File: config.mk
export PLATFORM = sky130hd
export DESIGN_NAME = container_stream_deframer_top
export DESIGN_NICKNAME = d
export VERILOG_FILES = /design/src/hdl/csd_pkg.sv /design/src/hdl/container_stream_deframer_top.sv /design/src/hdl/csd_name_check.sv /design/src/hdl/csd_in_stage.sv /design/src/hdl/csd_core.sv
export SDC_FILE = /design/constraint.sdc
export NUM_CORES = 1
export LEC_CHECK = 0
export ABC_AREA = 1
export BUFFER_PORTS_ARGS = -buffer_cell sky130_fd_sc_hd__buf_2
export CAP_MARGIN = 10
export CORE_MARGIN = 4
export CORE_UTILIZATION = 33
export DETAILED_ROUTE_END_ITERATION = 8
export GPL_ROUTABILITY_DRIVEN = 0
export HOLD_SLACK_MARGIN = 0.06
export SETUP_SLACK_MARGIN = 0.02
export SLEW_MARGIN = 40
export SYNTH_ARGS = -nofsm -noshare
export SYNTH_HDL_FRONTEND = slang
export SYNTH_SLANG_ARGS = --single-unit
File: constraint.sdc
create_clock -name clk -period 14 [get_ports clk]
set_clock_uncertainty 0.1 [all_clocks]
set_input_delay 1.4 -clock clk [delete_from_list [all_inputs] [get_ports clk]]
set_output_delay 1.4 -clock clk [all_outputs]
set_load 0.01 [all_outputs]
File: src/hdl/csd_pkg.sv
// ----------------------------------------------------------------------------
// csd_pkg
// Shared types, codes and constants of the container stream deframer.
// ----------------------------------------------------------------------------
package csd_pkg;

    localparam int unsigned BYTE_W    = 8;
    localparam int unsigned KIND_W    = 3;
    localparam int unsigned STATUS_W  = 2;
    localparam int unsigned COUNT_W   = 32;
    localparam int unsigned SIZE_W    = 64;
    localparam int unsigned NAMELEN_W = 16;
    localparam int unsigned POS_W     = 4;

    localparam logic [POS_W-1:0] MAGIC_LEN   = 4'd5;
    localparam logic [POS_W-1:0] TOTAL_LEN   = 4'd8;
    localparam logic [POS_W-1:0] COUNT_LEN   = 4'd4;
    localparam logic [POS_W-1:0] NAMELEN_LEN = 4'd2;
    localparam logic [POS_W-1:0] SIZE_LEN    = 4'd8;

    localparam logic [BYTE_W-1:0] CHAR_SLASH     = 8'h2F;
    localparam logic [BYTE_W-1:0] CHAR_BACKSLASH = 8'h5C;
    localparam logic [BYTE_W-1:0] CHAR_COLON     = 8'h3A;
    localparam logic [BYTE_W-1:0] CHAR_DOT       = 8'h2E;
    localparam logic [BYTE_W-1:0] CONTROL_LIMIT  = 8'h20;

    localparam logic [KIND_W-1:0] KIND_HEADER    = 3'd0;
    localparam logic [KIND_W-1:0] KIND_NAME      = 3'd1;
    localparam logic [KIND_W-1:0] KIND_SIZE_DONE = 3'd2;
    localparam logic [KIND_W-1:0] KIND_DATA      = 3'd3;
    localparam logic [KIND_W-1:0] KIND_IGNORED   = 3'd4;
    localparam logic [KIND_W-1:0] KIND_END       = 3'd5;

    localparam logic [STATUS_W-1:0] STATUS_OK        = 2'd0;
    localparam logic [STATUS_W-1:0] STATUS_BAD_MAGIC = 2'd1;
    localparam logic [STATUS_W-1:0] STATUS_TRUNCATED = 2'd2;
    localparam logic [STATUS_W-1:0] STATUS_BAD_NAME  = 2'd3;

    typedef enum logic [7:0] {
        PH_MAGIC   = 8'b0000_0001,
        PH_TOTAL   = 8'b0000_0010,
        PH_COUNT   = 8'b0000_0100,
        PH_NAMELEN = 8'b0000_1000,
        PH_NAME    = 8'b0001_0000,
        PH_SIZE    = 8'b0010_0000,
        PH_DATA    = 8'b0100_0000,
        PH_TAIL    = 8'b1000_0000
    } phase_t;

    typedef struct packed {
        logic [BYTE_W-1:0] byte_value;
        logic              end_of_stream;
    } item_t;

    typedef struct packed {
        logic       nonzero;
        logic       all_dots;
        logic [1:0] dot_count;
    } comp_t;

    typedef struct packed {
        comp_t comp;
        logic  violation;
        logic  end_bad;
    } name_chk_t;

    function automatic logic [BYTE_W-1:0] magic_byte(input logic [2:0] pos);
        logic [BYTE_W-1:0] value;
        unique case (pos)
            3'd0:    value = 8'h45;
            3'd1:    value = 8'h44;
            3'd2:    value = 8'h42;
            3'd3:    value = 8'h50;
            3'd4:    value = 8'h31;
            default: value = 8'h00;
        endcase
        return value;
    endfunction

    function automatic logic comp_bad(input comp_t comp);
        return !comp.nonzero ||
               (comp.all_dots && (comp.dot_count == 2'd1 || comp.dot_count == 2'd2));
    endfunction

endpackage

File: src/hdl/container_stream_deframer_top.sv
// ----------------------------------------------------------------------------
// container_stream_deframer_top
// Byte-serial container parser with name checking and sticky status.
// ----------------------------------------------------------------------------
// Each accepted request carries one container byte or an end-of-stream mark
// and yields exactly one result. A new request is taken in every cycle while
// results drain. A request is held in the input register until the parser
// takes it. At that edge the parser updates its state and loads the result
// register, which presents the result until it is taken. The single per-byte
// state update, with its 64-bit size countdown, sets the rate of one byte per
// cycle while results drain. in_ready falls only when both the input register
// and the result register are full.
module container_stream_deframer_top (
    input  logic        clk,
    input  logic        rst_n,
    input  logic        in_valid,
    output logic        in_ready,
    input  logic [7:0]  byte_value,
    input  logic        end_of_stream,
    output logic        out_valid,
    input  logic        out_ready,
    output logic [2:0]  kind,
    output logic [7:0]  out_byte,
    output logic [31:0] member_number,
    output logic        last_in_part,
    output logic [63:0] member_size,
    output logic [63:0] total_size,
    output logic        finished,
    output logic [1:0]  status
);
    import csd_pkg::*;

    logic  take;
    logic  item_valid;
    item_t item;

    csd_in_stage u_in_stage (
        .clk           (clk),
        .rst_n         (rst_n),
        .in_valid      (in_valid),
        .in_ready      (in_ready),
        .byte_value    (byte_value),
        .end_of_stream (end_of_stream),
        .take          (take),
        .item_valid    (item_valid),
        .item          (item)
    );

    csd_core u_core (
        .clk           (clk),
        .rst_n         (rst_n),
        .item_valid    (item_valid),
        .item          (item),
        .take          (take),
        .out_valid     (out_valid),
        .out_ready     (out_ready),
        .kind          (kind),
        .out_byte      (out_byte),
        .member_number (member_number),
        .last_in_part  (last_in_part),
        .member_size   (member_size),
        .total_size    (total_size),
        .finished      (finished),
        .status        (status)
    );

endmodule

File: src/hdl/csd_name_check.sv
// ----------------------------------------------------------------------------
// csd_name_check
// Updates the path component tracking and the held name fault for one name byte.
// ----------------------------------------------------------------------------
module csd_name_check (
    input  logic [7:0]     name_byte,
    input  csd_pkg::comp_t comp,
    input  logic           violation,
    output csd_pkg::name_chk_t result
);
    import csd_pkg::*;

    comp_t comp_new;
    logic  viol_new;

    always_comb
    begin
        comp_new = comp;
        viol_new = violation;
        if (name_byte == CHAR_SLASH)
        begin
            viol_new = violation | comp_bad(comp);
            comp_new.nonzero   = 1'b0;
            comp_new.all_dots  = 1'b1;
            comp_new.dot_count = 2'd0;
        end
        else
        begin
            if (name_byte == CHAR_BACKSLASH || name_byte == CHAR_COLON ||
                name_byte < CONTROL_LIMIT)
            begin
                viol_new = 1'b1;
            end
            if (name_byte == CHAR_DOT)
            begin
                if (comp.dot_count != 2'd3)
                begin
                    comp_new.dot_count = comp.dot_count + 2'd1;
                end
            end
            else
            begin
                comp_new.all_dots = 1'b0;
            end
            comp_new.nonzero = 1'b1;
        end
        result.comp      = comp_new;
        result.violation = viol_new;
        result.end_bad   = viol_new | comp_bad(comp_new);
    end

endmodule

File: src/hdl/csd_in_stage.sv
// ----------------------------------------------------------------------------
// csd_in_stage
// Input register holding one request until the parser takes it.
// ----------------------------------------------------------------------------
module csd_in_stage (
    input  logic                      clk,
    input  logic                      rst_n,
    input  logic                      in_valid,
    output logic                      in_ready,
    input  logic [7:0]                byte_value,
    input  logic                      end_of_stream,
    input  logic                      take,
    output logic                      item_valid,
    output csd_pkg::item_t            item
);
    import csd_pkg::*;

    logic  valid_reg;
    logic  valid_next;
    item_t item_reg;

    assign in_ready   = !valid_reg || take;
    assign valid_next = in_ready ? in_valid : valid_reg;

    always_ff @(posedge clk or negedge rst_n)
    begin
        if (!rst_n)
        begin
            valid_reg <= 1'b0;
        end
        else
        begin
            valid_reg <= valid_next;
        end
    end

    always_ff @(posedge clk)
    begin
        if (in_ready && in_valid)
        begin
            item_reg.byte_value    <= byte_value;
            item_reg.end_of_stream <= end_of_stream;
        end
    end

    assign item_valid = valid_reg;
    assign item       = item_reg;

endmodule

File: src/hdl/csd_core.sv
// ----------------------------------------------------------------------------
// csd_core
// Parser state, per-byte update and the result register.
// ----------------------------------------------------------------------------
module csd_core (
    input  logic                 clk,
    input  logic                 rst_n,
    input  logic                 item_valid,
    input  csd_pkg::item_t       item,
    output logic                 take,
    output logic                 out_valid,
    input  logic                 out_ready,
    output logic [2:0]           kind,
    output logic [7:0]           out_byte,
    output logic [31:0]          member_number,
    output logic                 last_in_part,
    output logic [63:0]          member_size,
    output logic [63:0]          total_size,
    output logic                 finished,
    output logic [1:0]           status
);
    import csd_pkg::*;

    phase_t               phase_reg, phase_next;
    logic [POS_W-1:0]     field_position_reg, field_position_next;
    logic [SIZE_W-1:0]    field_shifter_reg, field_shifter_next;
    logic [SIZE_W-1:0]    total_declared_reg, total_declared_next;
    logic [COUNT_W-1:0]   members_left_reg, members_left_next;
    logic [COUNT_W-1:0]   member_counter_reg, member_counter_next;
    logic [NAMELEN_W-1:0] name_bytes_left_reg, name_bytes_left_next;
    logic [SIZE_W-1:0]    data_bytes_left_reg, data_bytes_left_next;
    logic                 magic_mismatch_reg, magic_mismatch_next;
    logic                 name_violation_reg, name_violation_next;
    comp_t                comp_reg, comp_next;
    logic [STATUS_W-1:0]  error_code_reg, error_code_next;
    logic                 done_flag_reg, done_flag_next;

    logic                 out_valid_reg, out_valid_next;
    logic [KIND_W-1:0]    kind_reg, kind_next;
    logic [BYTE_W-1:0]    out_byte_reg, out_byte_next;
    logic [COUNT_W-1:0]   number_reg;
    logic                 last_reg, last_next;
    logic [SIZE_W-1:0]    msize_reg, msize_next;
    logic [SIZE_W-1:0]    total_reg;
    logic                 finished_reg;
    logic [STATUS_W-1:0]  status_reg;

    logic [SIZE_W-1:0]    shift_new;
    logic [POS_W-1:0]     pos_new;
    logic [SIZE_W-1:0]    data_dec;
    logic [NAMELEN_W-1:0] name_dec;
    logic [COUNT_W-1:0]   members_dec;
    logic [POS_W-1:0]     need;
    logic                 field_done;
    name_chk_t            chk;
    comp_t                comp_clear;

    csd_name_check u_name_check (
        .name_byte (item.byte_value),
        .comp      (comp_reg),
        .violation (name_violation_reg),
        .result    (chk)
    );

    assign take           = item_valid && (!out_valid_reg || out_ready);
    assign out_valid_next = take || (out_valid_reg && !out_ready);

    assign shift_new   = {field_shifter_reg[SIZE_W-BYTE_W-1:0], item.byte_value};
    assign pos_new     = field_position_reg + 4'd1;
    assign data_dec    = data_bytes_left_reg - 64'd1;
    assign name_dec    = name_bytes_left_reg - 16'd1;
    assign members_dec = members_left_reg - 32'd1;
    assign comp_clear  = '{nonzero: 1'b0, all_dots: 1'b1, dot_count: 2'd0};

    always_comb
    begin
        unique case (phase_reg)
            PH_MAGIC:   need = MAGIC_LEN;
            PH_TOTAL:   need = TOTAL_LEN;
            PH_COUNT:   need = COUNT_LEN;
            PH_NAMELEN: need = NAMELEN_LEN;
            default:    need = SIZE_LEN;
        endcase
    end

    assign field_done = (pos_new >= need);

    always_comb
    begin
        phase_next           = phase_reg;
        field_position_next  = field_position_reg;
        field_shifter_next   = field_shifter_reg;
        total_declared_next  = total_declared_reg;
        members_left_next    = members_left_reg;
        member_counter_next  = member_counter_reg;
        name_bytes_left_next = name_bytes_left_reg;
        data_bytes_left_next = data_bytes_left_reg;
        magic_mismatch_next  = magic_mismatch_reg;
        name_violation_next  = name_violation_reg;
        comp_next            = comp_reg;
        error_code_next      = error_code_reg;
        done_flag_next       = done_flag_reg;
        kind_next            = KIND_IGNORED;
        out_byte_next        = '0;
        last_next            = 1'b0;
        msize_next           = '0;

        if (item.end_of_stream)
        begin
            kind_next = KIND_END;
            if (error_code_reg == STATUS_OK && !done_flag_reg)
            begin
                error_code_next = STATUS_TRUNCATED;
            end
        end
        else if (error_code_reg == STATUS_OK && !done_flag_reg)
        begin
            unique case (phase_reg)
                PH_MAGIC, PH_TOTAL, PH_COUNT, PH_NAMELEN, PH_SIZE:
                begin
                    kind_next           = KIND_HEADER;
                    field_shifter_next  = shift_new;
                    field_position_next = field_done ? '0 : pos_new;
                    if (phase_reg == PH_MAGIC && field_position_reg < MAGIC_LEN &&
                        item.byte_value != magic_byte(field_position_reg[2:0]))
                    begin
                        magic_mismatch_next = 1'b1;
                    end
                    if (field_done)
                    begin
                        field_shifter_next = '0;
                        unique case (phase_reg)
                            PH_MAGIC:
                            begin
                                if (magic_mismatch_next)
                                begin
                                    error_code_next = STATUS_BAD_MAGIC;
                                end
                                else
                                begin
                                    phase_next = PH_TOTAL;
                                end
                            end
                            PH_TOTAL:
                            begin
                                total_declared_next = shift_new;
                                phase_next          = PH_COUNT;
                            end
                            PH_COUNT:
                            begin
                                members_left_next = shift_new[COUNT_W-1:0];
                                if (shift_new[COUNT_W-1:0] == '0)
                                begin
                                    done_flag_next = 1'b1;
                                    phase_next     = PH_TAIL;
                                end
                                else
                                begin
                                    phase_next = PH_NAMELEN;
                                end
                            end
                            PH_NAMELEN:
                            begin
                                name_bytes_left_next = shift_new[NAMELEN_W-1:0];
                                name_violation_next  = 1'b0;
                                comp_next            = comp_clear;
                                if (shift_new[NAMELEN_W-1:0] == '0)
                                begin
                                    error_code_next = STATUS_BAD_NAME;
                                end
                                else
                                begin
                                    phase_next = PH_NAME;
                                end
                            end
                            default:
                            begin
                                kind_next            = KIND_SIZE_DONE;
                                msize_next           = shift_new;
                                data_bytes_left_next = shift_new;
                                if (shift_new == '0)
                                begin
                                    last_next           = 1'b1;
                                    members_left_next   = members_dec;
                                    member_counter_next = member_counter_reg + 32'd1;
                                    if (members_dec == '0)
                                    begin
                                        done_flag_next = 1'b1;
                                        phase_next     = PH_TAIL;
                                    end
                                    else
                                    begin
                                        phase_next = PH_NAMELEN;
                                    end
                                end
                                else
                                begin
                                    phase_next = PH_DATA;
                                end
                            end
                        endcase
                    end
                end
                PH_NAME:
                begin
                    kind_next            = KIND_NAME;
                    out_byte_next        = item.byte_value;
                    comp_next            = chk.comp;
                    name_violation_next  = chk.violation;
                    name_bytes_left_next = name_dec;
                    if (name_dec == '0)
                    begin
                        last_next = 1'b1;
                        if (chk.end_bad)
                        begin
                            error_code_next = STATUS_BAD_NAME;
                        end
                        else
                        begin
                            phase_next = PH_SIZE;
                        end
                        name_violation_next = 1'b0;
                        comp_next           = comp_clear;
                    end
                end
                PH_DATA:
                begin
                    kind_next            = KIND_DATA;
                    out_byte_next        = item.byte_value;
                    data_bytes_left_next = data_dec;
                    if (data_dec == '0)
                    begin
                        last_next           = 1'b1;
                        members_left_next   = members_dec;
                        member_counter_next = member_counter_reg + 32'd1;
                        if (members_dec == '0)
                        begin
                            done_flag_next = 1'b1;
                            phase_next     = PH_TAIL;
                        end
                        else
                        begin
                            phase_next = PH_NAMELEN;
                        end
                    end
                end
                default:
                begin
                    kind_next = KIND_IGNORED;
                end
            endcase
        end
    end

    always_ff @(posedge clk or negedge rst_n)
    begin
        if (!rst_n)
        begin
            phase_reg           <= PH_MAGIC;
            field_position_reg  <= '0;
            field_shifter_reg   <= '0;
            total_declared_reg  <= '0;
            members_left_reg    <= '0;
            member_counter_reg  <= '0;
            name_bytes_left_reg <= '0;
            data_bytes_left_reg <= '0;
            magic_mismatch_reg  <= 1'b0;
            name_violation_reg  <= 1'b0;
            comp_reg            <= '{nonzero: 1'b0, all_dots: 1'b1, dot_count: 2'd0};
            error_code_reg      <= STATUS_OK;
            done_flag_reg       <= 1'b0;
            out_valid_reg       <= 1'b0;
        end
        else
        begin
            out_valid_reg <= out_valid_next;
            if (take)
            begin
                phase_reg           <= phase_next;
                field_position_reg  <= field_position_next;
                field_shifter_reg   <= field_shifter_next;
                total_declared_reg  <= total_declared_next;
                members_left_reg    <= members_left_next;
                member_counter_reg  <= member_counter_next;
                name_bytes_left_reg <= name_bytes_left_next;
                data_bytes_left_reg <= data_bytes_left_next;
                magic_mismatch_reg  <= magic_mismatch_next;
                name_violation_reg  <= name_violation_next;
                comp_reg            <= comp_next;
                error_code_reg      <= error_code_next;
                done_flag_reg       <= done_flag_next;
            end
        end
    end

    always_ff @(posedge clk)
    begin
        if (take)
        begin
            kind_reg     <= kind_next;
            out_byte_reg <= out_byte_next;
            number_reg   <= member_counter_reg;
            last_reg     <= last_next;
            msize_reg    <= msize_next;
            total_reg    <= total_declared_next;
            finished_reg <= done_flag_next;
            status_reg   <= error_code_next;
        end
    end

    assign out_valid     = out_valid_reg;
    assign kind          = kind_reg;
    assign out_byte      = out_byte_reg;
    assign member_number = number_reg;
    assign last_in_part  = last_reg;
    assign member_size   = msize_reg;
    assign total_size    = total_reg;
    assign finished      = finished_reg;
    assign status        = status_reg;

endmodule

# Word level (Yosys, flattened, before mapping)

Cells that the tools add are included.

$add $sub $neg: 6
Multipliers: 0
Div/mod/pow operators: 0
$lt $le $gt $ge: 3
Equality and inequality tests: 32
Shift-type cells: 0
Muxes and demuxes: 86
Bitwise logic cells: 7
Reductions and logical operators: 47

Operators with widths:

| kind                  | count |
|---|---|
| $mux 64               | 7 |
| $mux 32               | 7 |
| $pmux 32 s2           | 3 |
| $logic_not 64->1      | 2 |
| $pmux 64 s2           | 1 |
| $mux 8                | 12 |
| $logic_not 32->1      | 2 |
| $sub 64x1->64 const B | 1 |
| $mux 56               | 1 |
| $pmux 7 s5            | 1 |
| $add 32x1->32 const B | 1 |
| $eq 8x6->1 const B    | 4 |
| $logic_not 16->1      | 2 |
| $mux 16               | 2 |
| $pmux 16 s2           | 1 |
| $pmux 8 s4            | 1 |
| $sub 32x1->32 const B | 1 |
| $pmux 8 s3            | 1 |
| $mux 1                | 23 |
| $mux 2                | 11 |
| $mux 4                | 5 |
| $eq 8x7->1 const B    | 2 |
| $reduce_and 8->1      | 2 |
| $sub 16x1->16 const B | 1 |
| 44 further kinds      | 87 |

Flip-flop bits (word level): 471
Bits in latches: 0
RAM bits: 0
ROM bits: 0
Output and inout bits: 177
Word-level logic and storage cells: 209
Memories kept: 0

# Depth between registers and ports, before layout

Gate-level depths: netlist of the first run.

Word-level depth: 17
Mapped depth: 23

# Cells and area by module

A second synthesis of the first run with hierarchy kept.

Cell total of the unflattened synthesis: 3108
Area total of the unflattened synthesis: 24970.2 um^2

By module, submodules not included:

| module         | times used | cells each | area an instance (um^2) | seq. area each (um^2) |
|---|---|---|---|---|
| csd_core       | 1          | 3032       | 24348.4                 | 12414.4 |
| csd_in_stage   | 1          | 15         | 315.3                   | 295.3 |
| csd_name_check | 1          | 61         | 306.5                   | 0.0 |

# Least setup slack after synthesis of the first run

No wires, ideal clock.

Path type: input -> register
Start point: input port out_ready
End point: register u_core.finished_reg, in the netlist u_core.finished (enable)
Arrival time: 6624 ps
Required time: 13292 ps
Path slack: 6668 ps
Stages on the path: 5
Buffers on the path: 1
Cell sequence: inv_1 > nand2_1 > nand2_1 > inv_1 > clkbuf_1

Word-level cells in the longest chain between the ends: 2

RTL lines:

| item                 | RTL line                            | RTL |
|---|---|---|
| from (decl)          | container_stream_deframer_top.sv:21 | `input logic out_ready,` |
| $logic_or 1x1->1     | csd_core.sv:65                      | `assign take = item_valid && (!out_valid_reg \|\| out_ready);` |
| $logic_and 1x1->1    | csd_core.sv:65                      |  |
| named net take       | container_stream_deframer_top.sv:33 | `logic take;` |
| to (signal assigned) | csd_core.sv:306                     | `finished_reg <= done_flag_next;` |
| to (decl)            | csd_core.sv:45                      | `logic finished_reg;` |

The timed path passes the listed nets, and every way through them passes these cells.
A chain may end at the register's enable or synchronous reset.

# Final worst setup path of the first run

Start point: register u_core.phase_reg[1]
End point: register u_core.member_counter_reg[12]

Word-level cells in the longest chain between the ends: 5

RTL lines:

| item                               | RTL line                                         | RTL |
|---|---|---|
| from (decl)                        | csd_core.sv:24                                   | `phase_t phase_reg, phase_next;` |
| from (signal assigned)             | csd_core.sv:279                                  | `phase_reg <= phase_next;` |
| $eq 8x4->1 (tied with other cells) | csd_core.sv:77, csd_core.sv:118, csd_core.sv:132 |  |
| $pmux 4 s3                         | csd_core.sv:77                                   | `unique case (phase_reg)` |
| $ge 4x4->1                         | csd_core.sv:86                                   | `assign field_done = (pos_new >= need);` |
| $ne 2x1->1 (no line)               | -                                                |  |
| $reduce_and 8->1 (no line)         | -                                                |  |
| to (signal assigned)               | csd_core.sv:284                                  | `member_counter_reg <= member_counter_next;` |
| to (decl)                          | csd_core.sv:29                                   | `logic [COUNT_W-1:0] member_counter_reg, member_counter_next;` |

Several ways; a longest one is shown, not always the timed one.

==> impl_results.rst, run 1 <==
.. list-table::
   :header-rows: 1

   * - Metric
     - Value
   * - Capture endpoint of the worst hold path
     - u_core.magic_mismatch_reg
   * - Crit path DAT
     - 5.10 ns
   * - Root buffer cell
     - sky130_fd_sc_hd__clkbuf_16
   * - Placement Rows
     - 100
   * - Routed via count divided by cell count
     - about 5
   * - Data required time at the worst endpoint
     - about 14 ns
   * - First-pass GRT wire length
     - approximately 120000 um
   * - Maximum ir drop on the vdd rail
     - ~0.088 mV
   * - Total power density per cell area
     - ~110 nW/um^2
   * - Effective utilization at floorplan
     - 0.335
   * - Highest achievable clock rate
     - approximately 210 MHz
   * - Flops & latches, synth
     - around 470
   * - Buffers on Ports
     - 189
   * - Clock transition at the registers of the reported paths
     - ~0.06 ns
   * - Max_cap viols
     - 0
   * - Standby leakage power
     - 13.8 nW
   * - Most numerous cell types in the synthesized netlist
     - 1017 x sky130_fd_sc_hd__nand2_1, 429 x sky130_fd_sc_hd__nor2_1, 295 x sky130_fd_sc_hd__inv_1, 285 x sky130_fd_sc_hd__dfrtp_1, 247 x sky130_fd_sc_hd__o21ai_0
   * - Number of buffers on the longest clock path
     - 3
   * - Critical path buffer and inverter count
     - 5
   * - Time the worst path needs with I/O delays and setup
     - 4.69 ns
   * - Outcome
     - completed
   * - CP peak stage delay
     - around 0.6 ns
   * - CTS sink count
     - around 470
   * - Average cell area after synthesis
     - between 7 and 8 um^2
   * - Layout Area Growth over Synthesis
     - 15.8%
   * - Number of flops mapped to enable cells by yosys
     - around 180
   * - Area contributors post-synth
     - sky130_fd_sc_hd__dfrtp_1 29%, sky130_fd_sc_hd__edfxtp_1 22%, sky130_fd_sc_hd__nand2_1 15%, sky130_fd_sc_hd__nor2_1 6.4%, sky130_fd_sc_hd__o21ai_0 4.9%
   * - DIE HEIGHT
     - roughly 280 um
   * - Leading register cell type out of synthesis
     - sky130_fd_sc_hd__dfrtp_1
   * - Startpoint of the most critical register-to-register path
     - u_core.phase_reg[1]
   * - Via total after detailed routing
     - between 20000 and 25000
   * - Insertion delay to the later sink of the worst-skew pair
     - about 0.63 ns
   * - Synthesized netlist net count
     - around 3200
   * - Worst path cell trace
     - nor2_1, inv_2, nor3_1, nand2_2, inv_2, nor2_1, ha_1, nand2_1, inv_1, o21ai_0, nand2_1, a31oi_1, nand2_1, nand2_2, inv_1, nand2_1, nor3_4, buf_4, nand2_1, o21bai_1, nand2_1
   * - Count of nets after finishing
     - approximately 3400
   * - Maximum number of pins on one net before global-route repair
     - 121
   * - Final count of negative-setup-slack endpoints
     - 0
   * - Critical register-to-register path endpoint
     - u_core.member_counter_reg[12]
   * - Nature of the critical path startpoint
     - register
   * - Measured slew at the worst slew-check pin
     - a little over 0.8 ns
   * - Hold Crit Start
     - u_core.magic_mismatch_reg
   * - Detailed placement HPWL
     - ~53000 um
   * - Post-cts hold buffer count
     - 0
   * - Grt total ovfl
     - 0
   * - H-tree levels
     - 2
   * - Setup Buffers After CTS
     - 0
   * - Final hold violation count
     - 0
   * - Crit-path max FO
     - 46
   * - Number of antenna violations at the first check in global routing
     - 1
   * - Hold Path Cell Cnt
     - 2
   * - Critical path type
     - reg2reg
   * - Number of routed nets with antenna violations
     - 0
   * - Non-filler instance count after layout
     - 4335
   * - Internal reg-to-reg setup slack
     - around 9.3 ns
   * - Class of the tightest hold or removal check
     - reg2reg
   * - Num CTS Buffers
     - 55
   * - Crit path max-delay family
     - simple AND/OR/NAND/NOR gates
   * - Slowest library cell on the worst path
     - sky130_fd_sc_hd__inv_2
   * - Most common cell in the netlist
     - sky130_fd_sc_hd__nand2_1
   * - Area of the core
     - between 70000 and 80000 um^2
   * - Ports
     - between 150 and 200
   * - Sum of negative setup slack
     - 0 ns
   * - Number of warnings reported in the yosys synthesis log
     - 0
   * - DR pass1 iterations
     - 5
   * - Headroom to the max-slew limit
     - 0.451
   * - Number of distinct library cells after synthesis
     - 55
   * - Number of max-slew violations in the final report
     - 0
   * - Overall routed net length
     - 76000 um
   * - Overall die width
     - 283 um
   * - CP Capture Type
     - register
   * - Dominant cell type by area after synthesis
     - sky130_fd_sc_hd__dfrtp_1
   * - Sequential element share of the synthesized area
     - 0.509
   * - Placed cell count
     - approximately 4200
   * - Die Area
     - approximately 80000 um^2
   * - Final routed DRC violation total
     - 0
   * - Global routing usage summed across all routing layers
     - 0.184
   * - Vias in the first global route
     - slightly above 20000
   * - Clock tree from TritonCTS
     - built
   * - Path depth of the worst reg2reg path
     - 21
   * - Post-synthesis instance area
     - between 20000 and 25000 um^2
   * - Period Utilization, post-route
     - 0.335
   * - Mean routed wirelength per cell
     - 17.5 um
   * - Cell occurring most often along the worst timing path
     - sky130_fd_sc_hd__nand2_1
   * - Unrepaired setup endpoints after global routing
     - no
   * - Gate Count Post-Synth
     - approximately 3200
   * - Share of layout cells above drive strength 1
     - 0.132
   * - Fraction of synthesized cell area taken by the top area cell type
     - 0.285
   * - Post-cts gate resize count
     - 0
   * - Number of DRC markers in iteration 0
     - approximately 1900
   * - Share of synthesized registers carrying an async set or reset
     - 0.609
[where the power goes]
part | internal (mW) | switching, mW
registers | 1.49 | 0.0180
clock network | 0.932 | 0.613
logic | 0.0342 | 0.111
total | 2.45 | 0.742
[cell usage in the layout (no fill, tap or decap), types with 7 or more instances in the layout]
cell and count:
sky130_fd_sc_hd__clkbuf_8 7, sky130_fd_sc_hd__clkbuf_16 60, sky130_fd_sc_hd__nor4_1 15, sky130_fd_sc_hd__xor2_1 27, sky130_fd_sc_hd__inv_1 294, sky130_fd_sc_hd__nor2_1 429
sky130_fd_sc_hd__nand2_2 45, sky130_fd_sc_hd__inv_2 12, sky130_fd_sc_hd__a21oi_1 11, sky130_fd_sc_hd__nand3b_1 28, sky130_fd_sc_hd__clkbuf_1 11, sky130_fd_sc_hd__nand3_1 97
sky130_fd_sc_hd__nor2_4 8, sky130_fd_sc_hd__buf_2 188, sky130_fd_sc_hd__o21ai_2 37, sky130_fd_sc_hd__clkinv_2 10, sky130_fd_sc_hd__o21ai_0 247, sky130_fd_sc_hd__xnor2_1 15
sky130_fd_sc_hd__ha_1 19, sky130_fd_sc_hd__o21ai_1 51, sky130_fd_sc_hd__nor3_1 26, sky130_fd_sc_hd__dfrtp_1 285, sky130_fd_sc_hd__nor2_2 15, sky130_fd_sc_hd__o22ai_1 62
sky130_fd_sc_hd__edfxtp_1 184, sky130_fd_sc_hd__nand2_1 1013, sky130_fd_sc_hd__nand4_1 78
[per-layer routing]
metal | part of all wire | track usage | wire length (um)
met1 | 0.43 | 0.246 | 32900
met2 | 0.47 | 0.304 | 35900
met3 | 0.062 | 0.0311 | 4680
met4 | 0.032 | 0.0620 | 2450
met5 | 0 | 0 | 0
[worst max-delay path by stage]
stage	cells past startpoint	slack, ns	from	endpoint
2_1_floorplan	5	6.67	out_ready	u_core.finished
3_3_place_gp	21	9.23	u_core.phase_reg[5]	u_core.member_counter_reg[12]
3_5_place_dp	21	9.08	u_core.phase_reg[5]	u_core.member_counter_reg[12]
4_1_cts	21	9.05	u_core.phase_reg[5]	u_core.member_counter_reg[12]
5_1_grt	21	8.77	u_core.phase_reg[1]	u_core.member_counter_reg[3]
6_report	21	9.31	u_core.phase_reg[1]	u_core.member_counter_reg[12]
[cells by family (layout without fill, tap and decap cells)]
kind of cell	count (synthesis)	in the layout	synth area share
other	0	1	0
adder cells (fa/ha/maj)	19	19	0.00951
XOR/XNOR	42	42	0.0147
flip-flops	471	471	0.509
buffers and inverters	416	623	0.0663
AO/OA/AOI/OAI	424	424	0.0955
AND/OR/NAND/NOR	1786	1786	0.305
[worst reg2reg max path, stage by stage, from the launching register on]
cell	delay, ns
sky130_fd_sc_hd__dfrtp_1	0.44
sky130_fd_sc_hd__nor2_1	0.14
sky130_fd_sc_hd__inv_2	0.06
sky130_fd_sc_hd__nor3_1	0.18
sky130_fd_sc_hd__nand2_2	0.32
sky130_fd_sc_hd__inv_2	0.60
sky130_fd_sc_hd__nor2_1	0.12
sky130_fd_sc_hd__ha_1	0.30
sky130_fd_sc_hd__nand2_1	0.04
sky130_fd_sc_hd__inv_1	0.06
sky130_fd_sc_hd__o21ai_0	0.07
sky130_fd_sc_hd__nand2_1	0.07
sky130_fd_sc_hd__a31oi_1	0.06
sky130_fd_sc_hd__nand2_1	0.17
sky130_fd_sc_hd__nand2_2	0.11
sky130_fd_sc_hd__inv_1	0.56
sky130_fd_sc_hd__nand2_1	0.24
sky130_fd_sc_hd__nor3_4	0.17
sky130_fd_sc_hd__buf_4	0.31
sky130_fd_sc_hd__nand2_1	0.20
sky130_fd_sc_hd__o21bai_1	0.18
sky130_fd_sc_hd__nand2_1	0.07
[final cells by class]
| cell class | instances | area (um^2) |
|---|---|---|
| Sequential cell | 471 | 12700 |
| Clock inverter | 26 | 338 |
| Timing Repair Buffer | 207 | 1200 |
| Inverter | 312 | 1180 |
| Multi-Input combinational cell | 2271 | 10700 |
| Fill cell | 7594 | 45800 |
| Antenna cell | 1 | 2.50 |
| Clock buffer | 78 | 1640 |
| Tap cell | 969 | 1210 |
[through the flow]
stage / setup WS (ns) / hold WS (ns) / util / power, mW / instance area [um^2]
after floorplan: 6.67 / 0.327 / - / 1.60 / 25000
after global placement: 9.23 / 0.346 / 0.359 / 1.68 / 26800
after detailed placement: 9.08 / 0.354 / 0.361 / 1.68 / 26900
after CTS: 9.05 / 0.375 / 0.387 / 3.23 / 28900
after global routing: 8.77 / 0.393 / 0.387 / 3.31 / 28900
final: 9.31 / 0.374 / 0.387 / 3.20 / 28900
(Power assumes the default switching activity.)
==> run 2: changes to the inputs <==
==> constraint.sdc (replaced) <==
create_clock -name clk -period 4.3 [get_ports clk]
set_clock_uncertainty 0.1 [all_clocks]
set_input_delay 0.43 -clock clk [delete_from_list [all_inputs] [get_ports clk]]
set_output_delay 0.43 -clock clk [all_outputs]
set_load 0.01 [all_outputs]
==> run 2 against run 1 <==
  * Combinational power grew to 3.4 times the previous value
  * Wire length rose by 1.3%
  * Register-to-register slack got worse by 8.7 ns
  * Final cell count grew 0.72%
  * Hold slack lost 0.20 ns
  * Total power rose to 3.1 times the previous value
  * Sequential power increased to 3.2 times the previous value
  * Die area unchanged
  * Largest cell class unchanged
  * Largest power group is now sequential cells
==> impl_results.rst, run 2 (synthesized netlist as in run 1, its figures left out) <==
.. list-table::
   :header-rows: 1

   * - Metric
     - Value
   * - Slowest library cell on the worst path
     - sky130_fd_sc_hd__dfrtp_1
   * - Sum of negative setup slack
     - 0 ns
   * - Commonest non-fill, non-tap cells in the layout
     - 1014 x sky130_fd_sc_hd__nand2_1, 429 x sky130_fd_sc_hd__nor2_1, 294 x sky130_fd_sc_hd__inv_1
   * - Unrepaired setup endpoints after global routing
     - no
   * - H-tree levels
     - 2
   * - Die Area
     - 80200 um^2
   * - Final count of negative-setup-slack endpoints
     - 0
   * - First-pass GRT wire length
     - around 120000 um
   * - Switching Fraction
     - 0.233
   * - Mean routed wirelength per cell
     - 17.6 um
   * - Area of the multi-input gates
     - around 11000 um^2
   * - Clock network fraction of total power
     - 0.458
   * - Placement Rows
     - 100
   * - Post-cts hold buffer count
     - 14
   * - Num CTS Buffers
     - between 50 and 60
   * - Number of routed nets with antenna violations
     - 0
   * - DIE HEIGHT
     - around 280 um
   * - Vias in the first global route
     - between 20000 and 25000
   * - Antenna diodes
     - 0
   * - Storage element area
     - 12700 um^2
   * - Crit path max-delay family
     - simple AND/OR/NAND/NOR gates
   * - Effective utilization at floorplan
     - 0.335
   * - Post-layout power
     - around 10 mW
   * - Outcome
     - completed
   * - PnR worst setup slack
     - 0.600 ns
   * - Data required time at the worst endpoint
     - around 4.7 ns
   * - CP Capture Type
     - register
   * - Class of the tightest hold or removal check
     - in2async
   * - Crit-path max FO
     - 64
   * - Final hold violation count
     - 0
   * - Nature of the critical path startpoint
     - register
   * - Highest achievable clock rate
     - roughly 270 MHz
   * - Ports
     - 190
   * - Int Power
     - about 7.6 mW
   * - Fin Hold WS
     - roughly 0.17 ns
   * - Insertion delay to the later sink of the worst-skew pair
     - between 0.6 and 0.7 ns
   * - Count of nets after finishing
     - 3384
   * - CTS sink count
     - 471
   * - Share of layout cells above drive strength 1
     - 0.133
   * - Cell occurring most often along the worst timing path
     - sky130_fd_sc_hd__nand2_1
   * - End-of-flow core utilization
     - 0.389
   * - Overall routed net length
     - approximately 77000 um
   * - DR pass1 iterations
     - 7
   * - Total power density per cell area
     - between 300 and 400 nW/um^2
   * - CP peak stage delay
     - between 0.4 and 0.5 ns
   * - Maximum ir drop on the vdd rail
     - 0.277 mV
   * - Worst path cell trace
     - nor2_1, nand2_1, nor2_1, nand2_1, nor2_1, nand3_1, nand2_1, nand2_1, nor3_2, nand2_1, nor2_1, nand3_1, nand2_4, nand3_4, buf_6, nand2_2, o21ai_2
   * - Grt total ovfl
     - 0
   * - Final routed DRC violation total
     - 0
   * - Post-cts gate resize count
     - 0
   * - Most common cell after layout, fill and taps aside
     - sky130_fd_sc_hd__nand2_1
   * - Critical path type
     - reg2reg
   * - Number of inserted filler cells in the final layout
     - between 7000 and 8000
   * - Max_cap viols
     - 0
   * - Reg power frac
     - 0.492
   * - Routed via count divided by cell count
     - around 5.0
   * - Crit path DAT
     - roughly 4 ns
   * - Measured slew at the worst slew-check pin
     - 0.833 ns
   * - Overall die width
     - between 200 and 300 um
   * - Clock transition at the registers of the reported paths
     - 0.06 ns
   * - Clock tree from TritonCTS
     - built
   * - Period Utilization, post-route
     - 0.860
   * - Global routing usage summed across all routing layers
     - 0.188
   * - Maximum number of pins on one net before global-route repair
     - between 100 and 150
   * - Setup Buffers After CTS
     - 0
   * - Buffers on Ports
     - approximately 190
   * - Number of max-slew violations in the final report
     - 0
   * - Number of DRC markers in iteration 0
     - 2185
   * - Headroom to the max-slew limit
     - 0.441
   * - Time the worst path needs with I/O delays and setup
     - between 3 and 4 ns
   * - Number of buffers on the longest clock path
     - 3
   * - Critical path buffer and inverter count
     - 1
   * - Power share of the combinational group
     - 0.050
   * - Detailed placement HPWL
     - around 55000 um
   * - Area of the core
     - ~75000 um^2
   * - P_sw
     - about 2.3 mW
   * - Number of antenna violations at the first check in global routing
     - 0
   * - Root buffer cell
     - sky130_fd_sc_hd__clkbuf_16
   * - Via total after detailed routing
     - ~22000
   * - Pre-CTS setup slack
     - 0.674 ns
   * - Standby leakage power
     - 13.8 nW
   * - Layout Area Growth over Synthesis
     - 16.2%
-- run 2: changes by cell type in the layout (fill, tap and decap cells not counted), moves of 2 or more --
cell / before / now
sky130_fd_sc_hd__clkbuf_1: 11 / 18
sky130_fd_sc_hd__bufinv_16: 6 / 4
sky130_fd_sc_hd__clkinvlp_4: 4 / 1
sky130_fd_sc_hd__clkinv_1: 6 / 9
sky130_fd_sc_hd__buf_12: 5 / 8
sky130_fd_sc_hd__dlygate4sd3_1: 0 / 14
sky130_fd_sc_hd__clkbuf_8: 7 / 4
sky130_fd_sc_hd__clkbuf_16: 60 / 55
sky130_fd_sc_hd__buf_4: 6 / 29
sky130_fd_sc_hd__buf_6: 6 / 2
-- run 2: cell type report --
cell class                 instances  share of cell area
clock buffer                      77              0.0516
sequential                       471               0.438
clock inverter                    23             0.00853
multi-input combinational       2271               0.367
tap                              969              0.0418
inverter                         312              0.0406
timing repair buffer             243              0.0525
-- run 2: per-layer routing --
metal / routed length [um] / up-vias / track usage
li1: - / 10700 / -
met1: 33900 / 10300 / 0.252
met2: 36600 / 646 / 0.318
met3: 4240 / 120 / 0.0277
met4: 2120 / 0 / 0.0543
met5: 0 / - / 0
-- run 2: through the flow --
| stage | cells | instance area (um^2) |
|---|---|---|
| after detailed placement | 4251 | 27100 |
| after CTS | 4365 | 29000 |
| after floorplan | 3158 | 25000 |
| final | 4366 | 29000 |
| after global placement | 4250 | 27100 |
| after global routing | 4366 | 29000 |
-- run 2: final timing paths --
path	startpoint	endpoint	cells past startpoint	slack [ns]
worst min-delay path	rst_n	u_core.members_left_reg[17]	2	0.17
worst min register to register	u_core.phase_reg[0]	u_core.phase_reg[0]	2	0.37
worst max-delay path	u_core.data_bytes_left_reg[36]	u_core.members_left_reg[27]	17	0.60
max in group asynchronous	rst_n	u_core.data_bytes_left_reg[42]	4	2.84
min in group clk	u_core.phase_reg[0]	u_core.phase_reg[0]	2	0.37
worst max register to register	u_core.data_bytes_left_reg[36]	u_core.members_left_reg[27]	17	0.60
-- run 2: power groups by stage --
stage / sequential, mW / combinational [mW] / clock [mW]
after CTS: 4.90 / 0.512 / 4.69
after floorplan: 5.06 / 0.136 / 0
final: 4.89 / 0.498 / 4.57
after global routing: 4.91 / 0.549 / 4.87
after global placement: 4.98 / 0.493 / 0
after detailed placement: 4.98 / 0.501 / 0
